## config.mk

```make
export PLATFORM = sky130hd
export DESIGN_NAME = spatial_audio_rolloff_gain
export DESIGN_NICKNAME = d
export VERILOG_FILES = /design/src/hdl/sarg_pkg.sv /design/src/hdl/spatial_audio_rolloff_gain.sv /design/src/hdl/sarg_ram.sv
export VERILOG_INCLUDE_DIRS = /design/src /design/src/hdl
export SDC_FILE = /design/constraint.sdc
export NUM_CORES = 2
export LEC_CHECK = 0
export BUFFER_PORTS_ARGS = -buffer_cell sky130_fd_sc_hd__buf_4
export CORE_ASPECT_RATIO = 1.2
export CORE_MARGIN = 2
export CORE_UTILIZATION = 49
export CTS_BUF_LIST = sky130_fd_sc_hd__clkbuf_16
export DETAILED_ROUTE_END_ITERATION = 10
export GPL_TIMING_DRIVEN = 0
export HOLD_SLACK_MARGIN = 0.08
export PLACE_DENSITY = 0.71
export SYNTH_ARGS = -nofsm -noshare
export SYNTH_HDL_FRONTEND = slang
export SYNTH_SLANG_ARGS = --single-unit
```

## constraint.sdc

```tcl
create_clock -name clk -period 13.5 [get_ports clk]
set_input_delay 2.7 -clock clk [delete_from_list [all_inputs] [get_ports clk]]
set_output_delay 2.7 -clock clk [all_outputs]
set_load 0.01 [all_outputs]
```

## src/hdl/spatial_audio_rolloff_gain_defines.svh

```systemverilog
// ----------------------------------------------------------------------------
// spatial_audio_rolloff_gain_defines.svh
// Assertion macros used by the rolloff gain top-level design file.
// ----------------------------------------------------------------------------
`ifndef SPATIAL_AUDIO_ROLLOFF_GAIN_DEFINES_SVH
`define SPATIAL_AUDIO_ROLLOFF_GAIN_DEFINES_SVH

// Clocked assertion, quiet while reset is high
`define SARG_ASSERT(lbl, prop, msg) \
  lbl: assert property (@(posedge clk) disable iff (rst) prop) else $error(msg);

// Clocked assertion that also holds during reset
`define SARG_ASSERT_ALWAYS(lbl, prop, msg) \
  lbl: assert property (@(posedge clk) prop) else $error(msg);

`endif

```

## src/hdl/sarg_pkg.sv

```systemverilog
// ----------------------------------------------------------------------------
// sarg_pkg
// Constants, register indexes and Q1.15 helpers for the rolloff gain block.
// ----------------------------------------------------------------------------
package sarg_pkg;

  localparam int DEF_MAX_POINTS = 16;

  localparam int CFG_IDX_W  = 3;
  localparam int CFG_DATA_W = 16;
  localparam int S_DATA_W   = 192;
  localparam int M_DATA_W   = 80;
  localparam int DIST_W     = 25;
  localparam int GAIN_W     = 16;
  localparam int MUL_W      = 26;
  localparam int PROD_W     = 2 * MUL_W;

  localparam logic [15:0] Q_ONE = 16'd32768;

  // register indexes
  localparam logic [CFG_IDX_W-1:0] REG_ENABLE     = 3'd0;
  localparam logic [CFG_IDX_W-1:0] REG_NUM_POINTS = 3'd1;
  localparam logic [CFG_IDX_W-1:0] REG_VOLUME     = 3'd2;
  localparam logic [CFG_IDX_W-1:0] REG_WEIGHT_2D  = 3'd3;
  localparam logic [CFG_IDX_W-1:0] REG_WEIGHT_3D  = 3'd4;

  // input kinds
  localparam logic CMD_LOAD = 1'b0;
  localparam logic CMD_EVAL = 1'b1;

  // clamp a Q1.15 value to 1.0
  function automatic logic [15:0] sat_q(input logic [15:0] x);
    sat_q = (x > Q_ONE) ? Q_ONE : x;
  endfunction

  // round half up a Q1.15 x Q1.15 product back to Q1.15, clamped to 1.0
  function automatic logic [15:0] q_round(input logic [PROD_W-1:0] p);
    logic [PROD_W-1:0] t;
    t = (p + PROD_W'(16384)) >> 15;
    q_round = (t > PROD_W'(Q_ONE)) ? Q_ONE : t[15:0];
  endfunction

endpackage

```

## src/hdl/spatial_audio_rolloff_gain.sv

```systemverilog
// ----------------------------------------------------------------------------
// spatial_audio_rolloff_gain
// Distance attenuation by a piecewise linear rolloff curve, run by a small
// sequencer around one shared 26x26 multiplier.
// ----------------------------------------------------------------------------
//  channel  dir  handshake          payload
//  s_*      in   s_tvalid/s_tready  tuser cmd; tdata point and positions
//  m_*      out  m_tvalid/m_tready  tdata vol_2d, vol_3d, atten_gain, distance
//  cfg_*    in   cfg_we             cfg_index, cfg_data
//
// A load item or a disabled evaluate leaves the sequencer idle. An enabled
// evaluate keeps s_tready low through the squares, the bit-serial square root,
// the end-point checks, the binary search, the fetch of the enclosing pair,
// the interpolation product, the divider and final add, and the output products
// and the result load. An empty table skips everything between the square root
// and the products. rst is synchronous and clears the sequencer, m_tvalid and
// the configuration registers; the curve memory is not cleared. The result sits
// in an output register; a finished result waits in the last state for m_tready
// before it overwrites that register.
// ----------------------------------------------------------------------------
`include "spatial_audio_rolloff_gain_defines.svh"

module spatial_audio_rolloff_gain #(
  parameter int MAX_POINTS = sarg_pkg::DEF_MAX_POINTS
) (
  input  logic                            clk,
  input  logic                            rst,
  input  logic                            s_tvalid,
  output logic                            s_tready,
  // point_index, point_distance, point_gain, src_x, src_y, src_z,
  // lis_x, lis_y, lis_z, zero fill
  input  logic [sarg_pkg::S_DATA_W-1:0]   s_tdata,
  // cmd
  input  logic                            s_tuser,
  output logic                            m_tvalid,
  input  logic                            m_tready,
  // vol_2d, vol_3d, atten_gain, distance, zero fill
  output logic [sarg_pkg::M_DATA_W-1:0]   m_tdata,
  input  logic                            cfg_we,
  input  logic [sarg_pkg::CFG_IDX_W-1:0]  cfg_index,
  input  logic [sarg_pkg::CFG_DATA_W-1:0] cfg_data
);
  import sarg_pkg::*;

  localparam int AW = (MAX_POINTS > 1) ? $clog2(MAX_POINTS) : 1;
  localparam int NW = $clog2(MAX_POINTS + 1);
  localparam int EW = DIST_W + GAIN_W;

  localparam logic [4:0] S_IDLE = 5'd0;
  localparam logic [4:0] S_SQ   = 5'd1;
  localparam logic [4:0] S_SQRT = 5'd2;
  localparam logic [4:0] S_CK0  = 5'd4;
  localparam logic [4:0] S_CKN  = 5'd5;
  localparam logic [4:0] S_SRCH = 5'd6;
  localparam logic [4:0] S_SCMP = 5'd7;
  localparam logic [4:0] S_RLO  = 5'd8;
  localparam logic [4:0] S_RHI  = 5'd9;
  localparam logic [4:0] S_IMUL = 5'd10;
  localparam logic [4:0] S_IDV0 = 5'd11;
  localparam logic [4:0] S_DIV  = 5'd12;
  localparam logic [4:0] S_IADD = 5'd13;
  localparam logic [4:0] S_P1   = 5'd14;
  localparam logic [4:0] S_P2   = 5'd15;
  localparam logic [4:0] S_P3   = 5'd16;
  localparam logic [4:0] S_P4   = 5'd17;
  localparam logic [4:0] S_P5   = 5'd18;
  localparam logic [4:0] S_OUT  = 5'd19;

  // configuration registers
  logic        enable;
  logic [4:0]  num_points;
  logic [15:0] volume, weight_2d, weight_3d;

  always_ff @(posedge clk) begin
    if (rst) begin
      enable     <= 1'b0;
      num_points <= '0;
      volume     <= Q_ONE;
      weight_2d  <= Q_ONE;
      weight_3d  <= '0;
    end else if (cfg_we) begin
      case (cfg_index)
        REG_ENABLE:     enable     <= cfg_data[0];
        REG_NUM_POINTS: num_points <= cfg_data[4:0];
        REG_VOLUME:     volume     <= cfg_data;
        REG_WEIGHT_2D:  weight_2d  <= cfg_data;
        REG_WEIGHT_3D:  weight_3d  <= cfg_data;
        default: ;
      endcase
    end
  end

  // input fields
  logic [3:0]        in_idx;
  logic [DIST_W-1:0] in_pdist;
  logic [15:0]       in_pgain;
  logic [23:0]       src_x, src_y, src_z, lis_x, lis_y, lis_z;

  assign in_idx   = s_tdata[3:0];
  assign in_pdist = s_tdata[28:4];
  assign in_pgain = s_tdata[44:29];
  assign src_x    = s_tdata[68:45];
  assign src_y    = s_tdata[92:69];
  assign src_z    = s_tdata[116:93];
  assign lis_x    = s_tdata[140:117];
  assign lis_y    = s_tdata[164:141];
  assign lis_z    = s_tdata[188:165];

  logic [4:0]            state;
  logic [4:0]            cnt;
  logic [DIST_W-1:0]     dx, dy, dz;
  logic [49:0]           acc, bitv, res;
  logic [DIST_W-1:0]     dlen;
  logic [AW-1:0]         lo, hi, mid;
  logic [DIST_W-1:0]     da, db;
  logic [15:0]           ga, gb, gain;
  logic [16:0]           num_lo, quo;
  logic [DIST_W-1:0]     rem;
  logic                  neg;
  logic [15:0]           v2d, v3w, v3d;
  logic [PROD_W-1:0]     mul_p;
  logic signed [MUL_W-1:0] mul_a, mul_b;

  logic accept, is_eval;
  assign s_tready = (state == S_IDLE);
  assign accept   = s_tvalid && s_tready;
  assign is_eval  = (s_tuser == CMD_EVAL);

  // clamped point count and last index
  logic [31:0]   np32, ncl32, nm1_32;
  logic [NW-1:0] ncl;
  logic [AW-1:0] last_idx;
  assign np32     = 32'(num_points);
  assign ncl32    = (np32 > 32'(MAX_POINTS)) ? 32'(MAX_POINTS) : np32;
  assign ncl      = ncl32[NW-1:0];
  assign nm1_32   = ncl32 - 32'd1;
  assign last_idx = nm1_32[AW-1:0];

  // curve memory: {distance, gain}
  logic          ram_we;
  logic [AW-1:0] ram_waddr, ram_raddr;
  logic [EW-1:0] ram_rdata;
  logic [31:0]   idx32;
  logic [DIST_W-1:0] rd_dist;
  logic [15:0]   rd_gain;

  assign idx32     = 32'(in_idx);
  assign ram_we    = accept && !is_eval && (idx32 < 32'(MAX_POINTS));
  assign ram_waddr = idx32[AW-1:0];
  assign rd_dist   = ram_rdata[EW-1:GAIN_W];
  assign rd_gain   = ram_rdata[GAIN_W-1:0];

  sarg_ram #(.WIDTH(EW), .DEPTH(MAX_POINTS)) u_curve (
    .clk   (clk),
    .we    (ram_we),
    .waddr (ram_waddr),
    .wdata ({in_pdist, in_pgain}),
    .raddr (ram_raddr),
    .rdata (ram_rdata)
  );

  // search midpoint
  logic [AW:0]   lh_sum;
  logic [AW-1:0] mid_c;
  logic          gap;
  assign lh_sum = {1'b0, lo} + {1'b0, hi};
  assign mid_c  = lh_sum[AW:1];
  assign gap    = ((hi - lo) > AW'(1));

  // read address select
  always_comb begin
    case (state)
      S_SQRT:  ram_raddr = '0;
      S_CK0:   ram_raddr = last_idx;
      S_SRCH:  ram_raddr = gap ? mid_c : lo;
      S_RLO:   ram_raddr = hi;
      default: ram_raddr = mid;
    endcase
  end

  // shared multiplier operand select
  logic signed [16:0] gdiff;
  logic [DIST_W-1:0]  ddiff;
  assign gdiff = $signed({1'b0, gb}) - $signed({1'b0, ga});
  assign ddiff = dlen - da;

  always_comb begin
    mul_a = '0;
    mul_b = '0;
    case (state)
      S_SQ: begin
        case (cnt)
          5'd0:    begin mul_a = MUL_W'($signed(dx)); mul_b = MUL_W'($signed(dx)); end
          5'd1:    begin mul_a = MUL_W'($signed(dy)); mul_b = MUL_W'($signed(dy)); end
          5'd2:    begin mul_a = MUL_W'($signed(dz)); mul_b = MUL_W'($signed(dz)); end
          default: ;
        endcase
      end
      S_IMUL: begin
        mul_a = MUL_W'(gdiff);
        mul_b = $signed({1'b0, ddiff});
      end
      S_P1: begin
        mul_a = $signed({10'd0, sat_q(volume)});
        mul_b = $signed({10'd0, sat_q(weight_2d)});
      end
      S_P2: begin
        mul_a = $signed({10'd0, sat_q(volume)});
        mul_b = $signed({10'd0, sat_q(weight_3d)});
      end
      S_P4: begin
        mul_a = $signed({10'd0, v3w});
        mul_b = $signed({10'd0, gain});
      end
      default: ;
    endcase
  end

  always_ff @(posedge clk) begin
    mul_p <= PROD_W'(mul_a * mul_b);
  end

  // square root step
  logic [49:0] trial;
  logic        take;
  assign trial = res + bitv;
  assign take  = (acc >= trial);

  // divider step
  logic [DIST_W:0] rem_sh;
  logic            dsub;
  logic [DIST_W-1:0] den;
  assign den    = db - da;
  assign rem_sh = {rem, num_lo[16]};
  assign dsub   = (rem_sh >= {1'b0, den});

  // magnitude of the interpolation product
  logic [PROD_W-1:0] pabs;
  assign pabs = mul_p[PROD_W-1] ? (~mul_p + PROD_W'(1)) : mul_p;

  // interpolated gain
  logic signed [18:0] gsum, qs;
  assign qs   = neg ? -$signed({2'b0, quo}) : $signed({2'b0, quo});
  assign gsum = $signed({3'b0, ga}) + qs;

  // sequencer
  always_ff @(posedge clk) begin
    if (rst) begin
      state    <= S_IDLE;
      m_tvalid <= 1'b0;
    end else begin
      // output valid: load a finished result, else drop on acceptance
      if (state == S_OUT && (!m_tvalid || m_tready)) begin
        m_tvalid <= 1'b1;
      end else if (m_tvalid && m_tready) begin
        m_tvalid <= 1'b0;
      end
      case (state)
        S_IDLE: begin
          if (accept && is_eval && enable) begin
            dx    <= DIST_W'($signed(src_x)) - DIST_W'($signed(lis_x));
            dy    <= DIST_W'($signed(src_y)) - DIST_W'($signed(lis_y));
            dz    <= DIST_W'($signed(src_z)) - DIST_W'($signed(lis_z));
            acc   <= '0;
            cnt   <= '0;
            state <= S_SQ;
          end
        end
        // sum of squares, one product per cycle
        S_SQ: begin
          if (cnt != 5'd0) begin
            acc <= acc + mul_p[49:0];
          end
          cnt <= cnt + 5'd1;
          if (cnt == 5'd3) begin
            res   <= '0;
            bitv  <= 50'd1 << 48;
            state <= S_SQRT;
          end
        end
        // one result bit per cycle
        S_SQRT: begin
          if (take) begin
            acc <= acc - trial;
            res <= (res >> 1) + bitv;
          end else begin
            res <= res >> 1;
          end
          bitv <= bitv >> 2;
          if (bitv[0]) begin
            dlen <= take ? DIST_W'((res >> 1) + bitv) : DIST_W'(res >> 1);
            if (ncl == '0) begin
              gain  <= Q_ONE;
              state <= S_P1;
            end else begin
              state <= S_CK0;
            end
          end
        end
        // below the first point
        S_CK0: begin
          if (dlen <= rd_dist) begin
            gain  <= sat_q(rd_gain);
            state <= S_P1;
          end else begin
            state <= S_CKN;
          end
        end
        // above the last point
        S_CKN: begin
          if (dlen >= rd_dist) begin
            gain  <= sat_q(rd_gain);
            state <= S_P1;
          end else begin
            lo    <= '0;
            hi    <= last_idx;
            state <= S_SRCH;
          end
        end
        S_SRCH: begin
          mid   <= mid_c;
          state <= gap ? S_SCMP : S_RLO;
        end
        S_SCMP: begin
          if (rd_dist <= dlen) begin
            lo <= mid;
          end else begin
            hi <= mid;
          end
          state <= S_SRCH;
        end
        S_RLO: begin
          da    <= rd_dist;
          ga    <= rd_gain;
          state <= S_RHI;
        end
        S_RHI: begin
          db    <= rd_dist;
          gb    <= rd_gain;
          state <= S_IMUL;
        end
        // non-rising pair takes the gain of the lower point
        S_IMUL: begin
          if (db <= da) begin
            gain  <= sat_q(ga);
            state <= S_P1;
          end else begin
            state <= S_IDV0;
          end
        end
        S_IDV0: begin
          neg    <= mul_p[PROD_W-1];
          rem    <= pabs[41:17];
          num_lo <= pabs[16:0];
          quo    <= '0;
          cnt    <= '0;
          state  <= S_DIV;
        end
        // restoring division, one quotient bit per cycle
        S_DIV: begin
          rem    <= dsub ? DIST_W'(rem_sh - {1'b0, den}) : DIST_W'(rem_sh);
          quo    <= {quo[15:0], dsub};
          num_lo <= {num_lo[15:0], 1'b0};
          cnt    <= cnt + 5'd1;
          if (cnt == 5'd16) begin
            state <= S_IADD;
          end
        end
        S_IADD: begin
          if (gsum < 0) begin
            gain <= '0;
          end else if (gsum > 19'sd32768) begin
            gain <= Q_ONE;
          end else begin
            gain <= gsum[15:0];
          end
          state <= S_P1;
        end
        // output products
        S_P1: state <= S_P2;
        S_P2: begin
          v2d   <= q_round(mul_p);
          state <= S_P3;
        end
        S_P3: begin
          v3w   <= q_round(mul_p);
          state <= S_P4;
        end
        S_P4: state <= S_P5;
        S_P5: begin
          v3d   <= q_round(mul_p);
          state <= S_OUT;
        end
        S_OUT: begin
          if (!m_tvalid || m_tready) begin
            m_tdata  <= {7'd0, dlen, gain, v3d, v2d};
            state    <= S_IDLE;
          end
        end
        default: state <= S_IDLE;
      endcase
    end
  end

  // checks
  `SARG_ASSERT(a_load_one_cycle,
    (accept && !is_eval) |=> (state == S_IDLE), "load did not finish in one cycle")
  `SARG_ASSERT(a_disabled_quiet,
    (accept && is_eval && !enable) |=> !$rose(m_tvalid), "result from disabled evaluate")
  `SARG_ASSERT(a_gain_range,
    $rose(m_tvalid) |-> (m_tdata[47:32] <= Q_ONE && m_tdata[31:16] <= Q_ONE),
    "gain or 3D volume above unity")
  `SARG_ASSERT_ALWAYS(a_no_accept_busy,
    (state != S_IDLE) |-> !s_tready, "ready while busy")

endmodule

```

## src/hdl/sarg_ram.sv

```systemverilog
// ----------------------------------------------------------------------------
// sarg_ram
// Generic single write port RAM with one registered read port.
// ----------------------------------------------------------------------------
module sarg_ram #(
  parameter int WIDTH = 8,
  parameter int DEPTH = 16
) (
  input  logic                     clk,
  input  logic                     we,
  input  logic [$clog2(DEPTH)-1:0] waddr,
  input  logic [WIDTH-1:0]         wdata,
  input  logic [$clog2(DEPTH)-1:0] raddr,
  output logic [WIDTH-1:0]         rdata
);

  logic [WIDTH-1:0] mem [DEPTH];

  always_ff @(posedge clk) begin
    if (we) begin
      mem[waddr] <= wdata;
    end
    rdata <= mem[raddr];
  end

endmodule
```

== Yosys cells after proc, flatten, opt, wreduce, memory -nomap -nowiden ==
Memories as Yosys holds them, arrays and structs flattened. A register that Yosys moved wholly into a read port is not among the register bits.
Index checks and enable logic that the tools add are counted.

* Register bits: 658
* Bits in latches: 0
* Bits in writable memories: 656
* Memory bits (read-only): 0
* Input port bits: 217
* Output and inout port bits: 82
* Logic and storage cells: 218
* Memories kept: 1

* Add/subtract/negate cells: 19
* Multipliers: 1
* Div/mod/pow operators: 0
* $lt $le $gt $ge: 17
* Equality and inequality tests: 40
* Shift operators: 0
* Muxes and demuxes: 59
* Bitwise logic cells: 2
* Reduce and logical (&&, ||, !) cells: 47

{| class="wikitable"
|+ Memory list
! memory !! words !! width !! rd ports !! clocked after Yosys merged registers in !! wr ports !! RTL line !! source
|-
| u_curve.mem || 16 || 41 || 1 || 1 || 1 || sarg_ram.sv:17 || <nowiki>logic [WIDTH-1:0] mem [DEPTH];</nowiki>
|}

{| class="wikitable"
|+ Operators by type and width
! cell !! count
|-
| $mux 50 || 6
|-
| $mux 16 || 13
|-
| $pmux 50 s2 || 2
|-
| $pmux 50 s3 || 1
|-
| $pmux 26 s5 || 1
|-
| $pmux 26 s4 || 1
|-
| $add 50x50->50 || 2
|-
| $pmux 5 s19 || 1
|-
| $gt 16x16->1 const B || 5
|-
| $pmux 16 s5 || 1
|-
| $pmux 26 s3 || 1
|-
| $le 25x25->1 || 3
|-
| $sub 24x24->25 || 3
|-
| $sub 25x25->25 || 3
|-
| $pmux 17 s2 || 2
|-
| $add 52x15->52 const B || 1
|-
| $mul 26x26->52 || 1
|-
| $add 49x50->50 || 1
|-
| $ge 50x50->1 || 1
|-
| $mux 25 || 2
|-
| $pmux 25 s2 || 1
|-
| $sub 50x50->50 || 1
|-
| $add 42x1->42 const B || 1
|-
| $mux 42 || 1
|-
| other kinds (49) || 130
|}

== Depth between registers and ports, before layout ==
* Depth after elaboration: 7
* Depth in mapped cells: 43
* Depth with buffers taken out: 40

== Modules after synthesis ==
A second synthesis with hierarchy kept.

* Cell total of the unflattened synthesis: 8225
* Area, all modules: 91743.0 µm²

{| class="wikitable"
|+ By module, submodules not included
! module !! instances !! cells an instance !! area an instance (µm²) !! sequential area each (µm²)
|-
| spatial_audio_rolloff_gain || 1 || 7159 || 66373.7 || 17887.2
|-
| sarg_ram || 1 || 1066 || 25369.3 || 20519.7
|}

== Least setup slack after synthesis ==
Ideal clock, no wire load.

* Path kind: in2reg
* Start point: input rst
* End point: register m_tdata[0] (netlist bit) (enable)
* Setup time: 684 ps
* Data arrival time: 10082 ps
* Data required time: 12816 ps
* Slack: 2734 ps
* Stages on the path: 3
* Buffers on the path: 2
* Path through: clkbuf_1 -> clkbuf_1 -> nor4_1

* Longest elaborated chain between the ends: 2

{| class="wikitable"
|+ RTL lines
! element !! RTL line !! source
|-
| start: declaration || spatial_audio_rolloff_gain.sv:27 || <nowiki>input logic rst,</nowiki>
|-
| $not 1->1 (no line) || -- ||
|-
| $reduce_and 3->1 (no line) || -- ||
|-
| end signal: assignment || spatial_audio_rolloff_gain.sv:396 || <nowiki>m_tdata <= {7'd0, dlen, gain, v3d, v2d};</nowiki>
|-
| end: declaration || spatial_audio_rolloff_gain.sv:38 || <nowiki>output logic [sarg_pkg::M_DATA_W-1:0] m_tdata,</nowiki>
|}

Every way passes these cells.
A chain may end at the register's enable or synchronous reset.

== Worst setup path in the final report ==
* Start point: register ga[2]
* End point: register mul_p[50]

* Longest elaborated chain between the ends: 3

{| class="wikitable"
|+ RTL lines
! element !! RTL line !! source
|-
| start: declaration || spatial_audio_rolloff_gain.sv:116 || <nowiki>logic [15:0] ga, gb, gain;</nowiki>
|-
| start signal: assignment || spatial_audio_rolloff_gain.sv:334 || <nowiki>ga <= rd_gain;</nowiki>
|-
| $sub 16x16->17 || spatial_audio_rolloff_gain.sv:184 || <nowiki>assign gdiff = $signed({1'b0, gb}) - $signed({1'b0, ga});</nowiki>
|-
| $pmux 26 s4 || spatial_audio_rolloff_gain.sv:190 || <nowiki>case (state)</nowiki>
|-
| $mul 26x26->52 || spatial_audio_rolloff_gain.sv:220 || <nowiki>mul_p <= PROD_W'(mul_a * mul_b);</nowiki>
|-
| end signal: assignment || spatial_audio_rolloff_gain.sv:220 ||
|-
| end: declaration || spatial_audio_rolloff_gain.sv:121 || <nowiki>logic [PROD_W-1:0] mul_p;</nowiki>
|}

Every way passes these cells.

==> flow_summary.json <==
{
  "p_switching_mw": 2.857,
  "cp_data_arrival_time_ps": 13530,
  "postRouteAntennaNets": 0,
  "p_leak_nw": 43.09,
  "synth_top_cell_area_share_pct": 37.77,
  "ys.flop_type": "edfxtp_1",
  "synth_warnings": 0,
  "cp_slowest_cell": "fa_1",
  "cp_slowest_stage_delay_ps": 1220,
  "clk_latency_ps": 840,
  "htreeDepth": 4,
  "power.share.switching_pct": 28.09,
  "die_w_microns": 402.9,
  "power_mw": 10.17,
  "status": "complete, but fails checks",
  "endpoint_kind": "register",
  "gp_congestion": 1.025,
  "cts_root_buf": "clkbuf_16",
  "seq_area_sq_mm": 0.03841,
  "ys_top_cells_by_area": "edfxtp_1, fa_1, ha_1, nand2_1, inv_1",
  "grt_max_degree": 51,
  "synth.distinct_cells": 87,
  "ios": 299,
  "whs_ps": 409.9,
  "cts_resized": 0,
  "dieArea_sq_mm": 0.1945,
  "powerDensity_mw_per_mm2": 96.95,
  "routed_wl_microns": 316500,
  "crit_fanout": 15,
  "async_reset_ff_share_pct": 0,
  "first_pass_iters": 8,
  "ys_ff_latch": 1330,
  "vdd_drop_max_mv": 0.1437,
  "synth_edf_count": 1177,
  "worst_pin_slew_ps": 1666,
  "gr-total-overflow": 0,
  "first_global_vias": 72370,
  "crit_path_start_kind": "register",
  "antenna_found_initial": 33,
  "synth_top_cell_by_area": "edfxtp_1",
  "internal_power_mw": 7.313,
  "clkPwrFrac_pct": 38.9,
  "start_util_pct": 49.35,
  "grt_pass1_wl_microns": 459500,
  "period_minus_slack_ps": 12790,
  "synth_seq_area_share_pct": 41.05,
  "placed_area_sq_mm": 0.1001,
  "fillers": 16380,
  "clockBufferDepth": 3,
  "worst_slack_ps": 711.5,
  "grt_usage_pct": 32.03,
  "postCtsSetupBuffers": 0,
  "max_cap_viol_count": 2,
  "failed_checks": "max-capacitance violations, max-slew violations",
  "slew_viol_final": 15,
  "hold_buffers": 0,
  "syn_area_sq_mm": 0.09357,
  "cts_tree": "built",
  "cts.sinks": 1330,
  "path_class": "reg -> reg",
  "hp-class": "reg -> reg",
  "area_growth_pct": 12.10,
  "drtIter0Drc": 6943,
  "multi_input_area_sq_mm": 0.05001,
  "post-place-ws_ps": 1039,
  "numCtsBuffers": 137,
  "placementRows": 175,
  "clkTransAtPathRegs_ps": 70,
  "setup-violations-final": 0,
  "finalNetCount": 10970,
  "dp_hpwl_microns": 251600,
  "fp.dieH_microns": 482.7,
  "avgSynthCellArea_sq_um": 10.38,
  "clock_skew_ps": 62.10,
  "core_area_sq_mm": 0.1896,
  "finalSetupTns_ps": 0,
  "hold_violations": 0,
  "synthCells": 9019,
  "grt_setup_unrepaired": "no",
  "vias_per_cell": 5.989,
  "layout-drive-gt1-share_pct": 7.828,
  "routedWlPerCell_microns": 26.07,
  "drcViolationCount": 0,
  "fmax_ghz": 0.07820,
  "via_count": 72710,
  "seqPwrFrac_pct": 46.3,
  "max_slew_margin_pct": -11.09,
  "comb_power_share_pct": 14.8,
  "cp_data_required_time_ps": 14240,
  "io_buffers": 287,
  "finalCritPeriodShare_pct": 94.73,
  "stdcell_area_sq_mm": 0.1049
}
==> synthesized netlist by cell type (all sizes together), types with 52 or more instances <==
cell / n
nand2: 1074
o22ai: 52
a211oi: 264
and2: 280
a31oi: 153
nand4: 81
edfxtp: 1177
fa: 705
a21o: 159
nand3: 115
nor3: 109
o21bai: 62
clkbuf: 353
a311oi: 95
xnor2: 268
nand2b: 74
and3: 58
nor2b: 73
buf: 52
ha: 516
inv: 1018
a21oi: 508
xor2: 179
nor2: 615
dfxtp: 153
o21ai: 255
==> sequential cells by signal, indices dropped and copies added, names as in the netlist, 17 cells and up <==
register / flops
res: 50
dz: 25
dx: 25
u_curve.rdata: 41
u_curve.mem: 656
da: 25
quo: 17
acc: 50
bitv: 25
m_tdata: 73
dy: 25
rem: 25
num_lo: 17
db: 25
dlen: 25
mul_p: 52
==> layout by cell type (no fill, tap or decap), types with 74 or more instances in the layout <==
cell	netlist	layout
xor2_1	179	179
a311oi_1	95	94
a31oi_1	153	153
fa_1	705	705
clkbuf_16	0	137
a211oi_1	264	260
clkbuf_1	353	353
nand4_1	81	81
a21oi_1	508	507
edfxtp_1	1177	1177
nor2_1	615	600
ha_1	516	516
and2_1	267	267
nand2_1	1074	1074
xnor2_1	268	268
a21o_1	159	159
inv_1	1017	1040
dfxtp_1	153	153
nor3_1	107	101
nand3_1	115	115
nand2b_1	74	74
o21ai_0	246	245
buf_4	12	325
==> path summary, 6_finish.rpt <==
kind / slack (ps) / cells after the start / from / end
setup / recovery: 710 / 35 / ga[2]$_DFFE_PP_ / mul_p[50]$_DFF_P_
hold / removal: 410 / 0 / v2d[7]$_DFFE_PP_ / m_tdata[7]$_DFFE_PP_
setup reg to reg: 710 / 35 / ga[2]$_DFFE_PP_ / mul_p[50]$_DFF_P_
hold reg to reg: 410 / 0 / v2d[7]$_DFFE_PP_ / m_tdata[7]$_DFFE_PP_
==> per-layer routing <==
layer	part of all wire, %	global-route usage (%)	up-vias
li1	-	-	32430
met5	0.032	0	-
met3	7.8	6.380	843
met2	48	53.73	3175
met1	37	37.92	36240
met4	7.2	20.08	16
==> cell families after synthesis <==
group | synth area share (%)
buf+inv | 5.795
xor+xnor | 4.184
simple gates | 13.13
mux | 0.3717
other cells | 0.004008
flops | 41.05
compound gates | 13.49
fa+ha+maj | 21.98
==> stage by stage <==
stage	util, %	instances
floorplan	-	9025
global placement	52.13	11790
detailed placement	52.81	11870
CTS	55.29	12120
global route	55.30	12130
finish	55.32	12140
==> final cells by class <==
type / count / area share, %
antenna: 16 / 0.03817
buffer: 405 / 1.523
clock buffer: 137 / 3.268
clock inverter: 116 / 1.225
inverter: 1019 / 3.646
multi-input combinational: 6271 / 47.67
sequential: 1330 / 36.61
tap: 2478 / 2.956
timing repair buffer: 367 / 3.054
==> power groups by stage <==
| stage | sequential [mW] | combinational, mW | clock, mW |
|---|---|---|---|
| after global placement | 4.80 | 1.43 | 0 |
| after floorplan | 4.74 | 0.945 | 0 |
| after CTS | 4.70 | 1.48 | 3.98 |
| final | 4.71 | 1.51 | 3.96 |
| after global routing | 4.71 | 1.62 | 4.13 |
| after detailed placement | 4.79 | 1.47 | 0 |
==> worst max-delay path: cells and delay by family, from the launching register on <==
family                     cells  cell delay [ps]
and+or+nand+nor                6             1520
xor gates and xnor gates       1              170
AOI/OAI and AO/OA             12             3940
DFF                            1              440
adders and majority gates      8             4830
buffers and inverters          8             1820
Note: power is estimated with default switching activity, not from simulation.
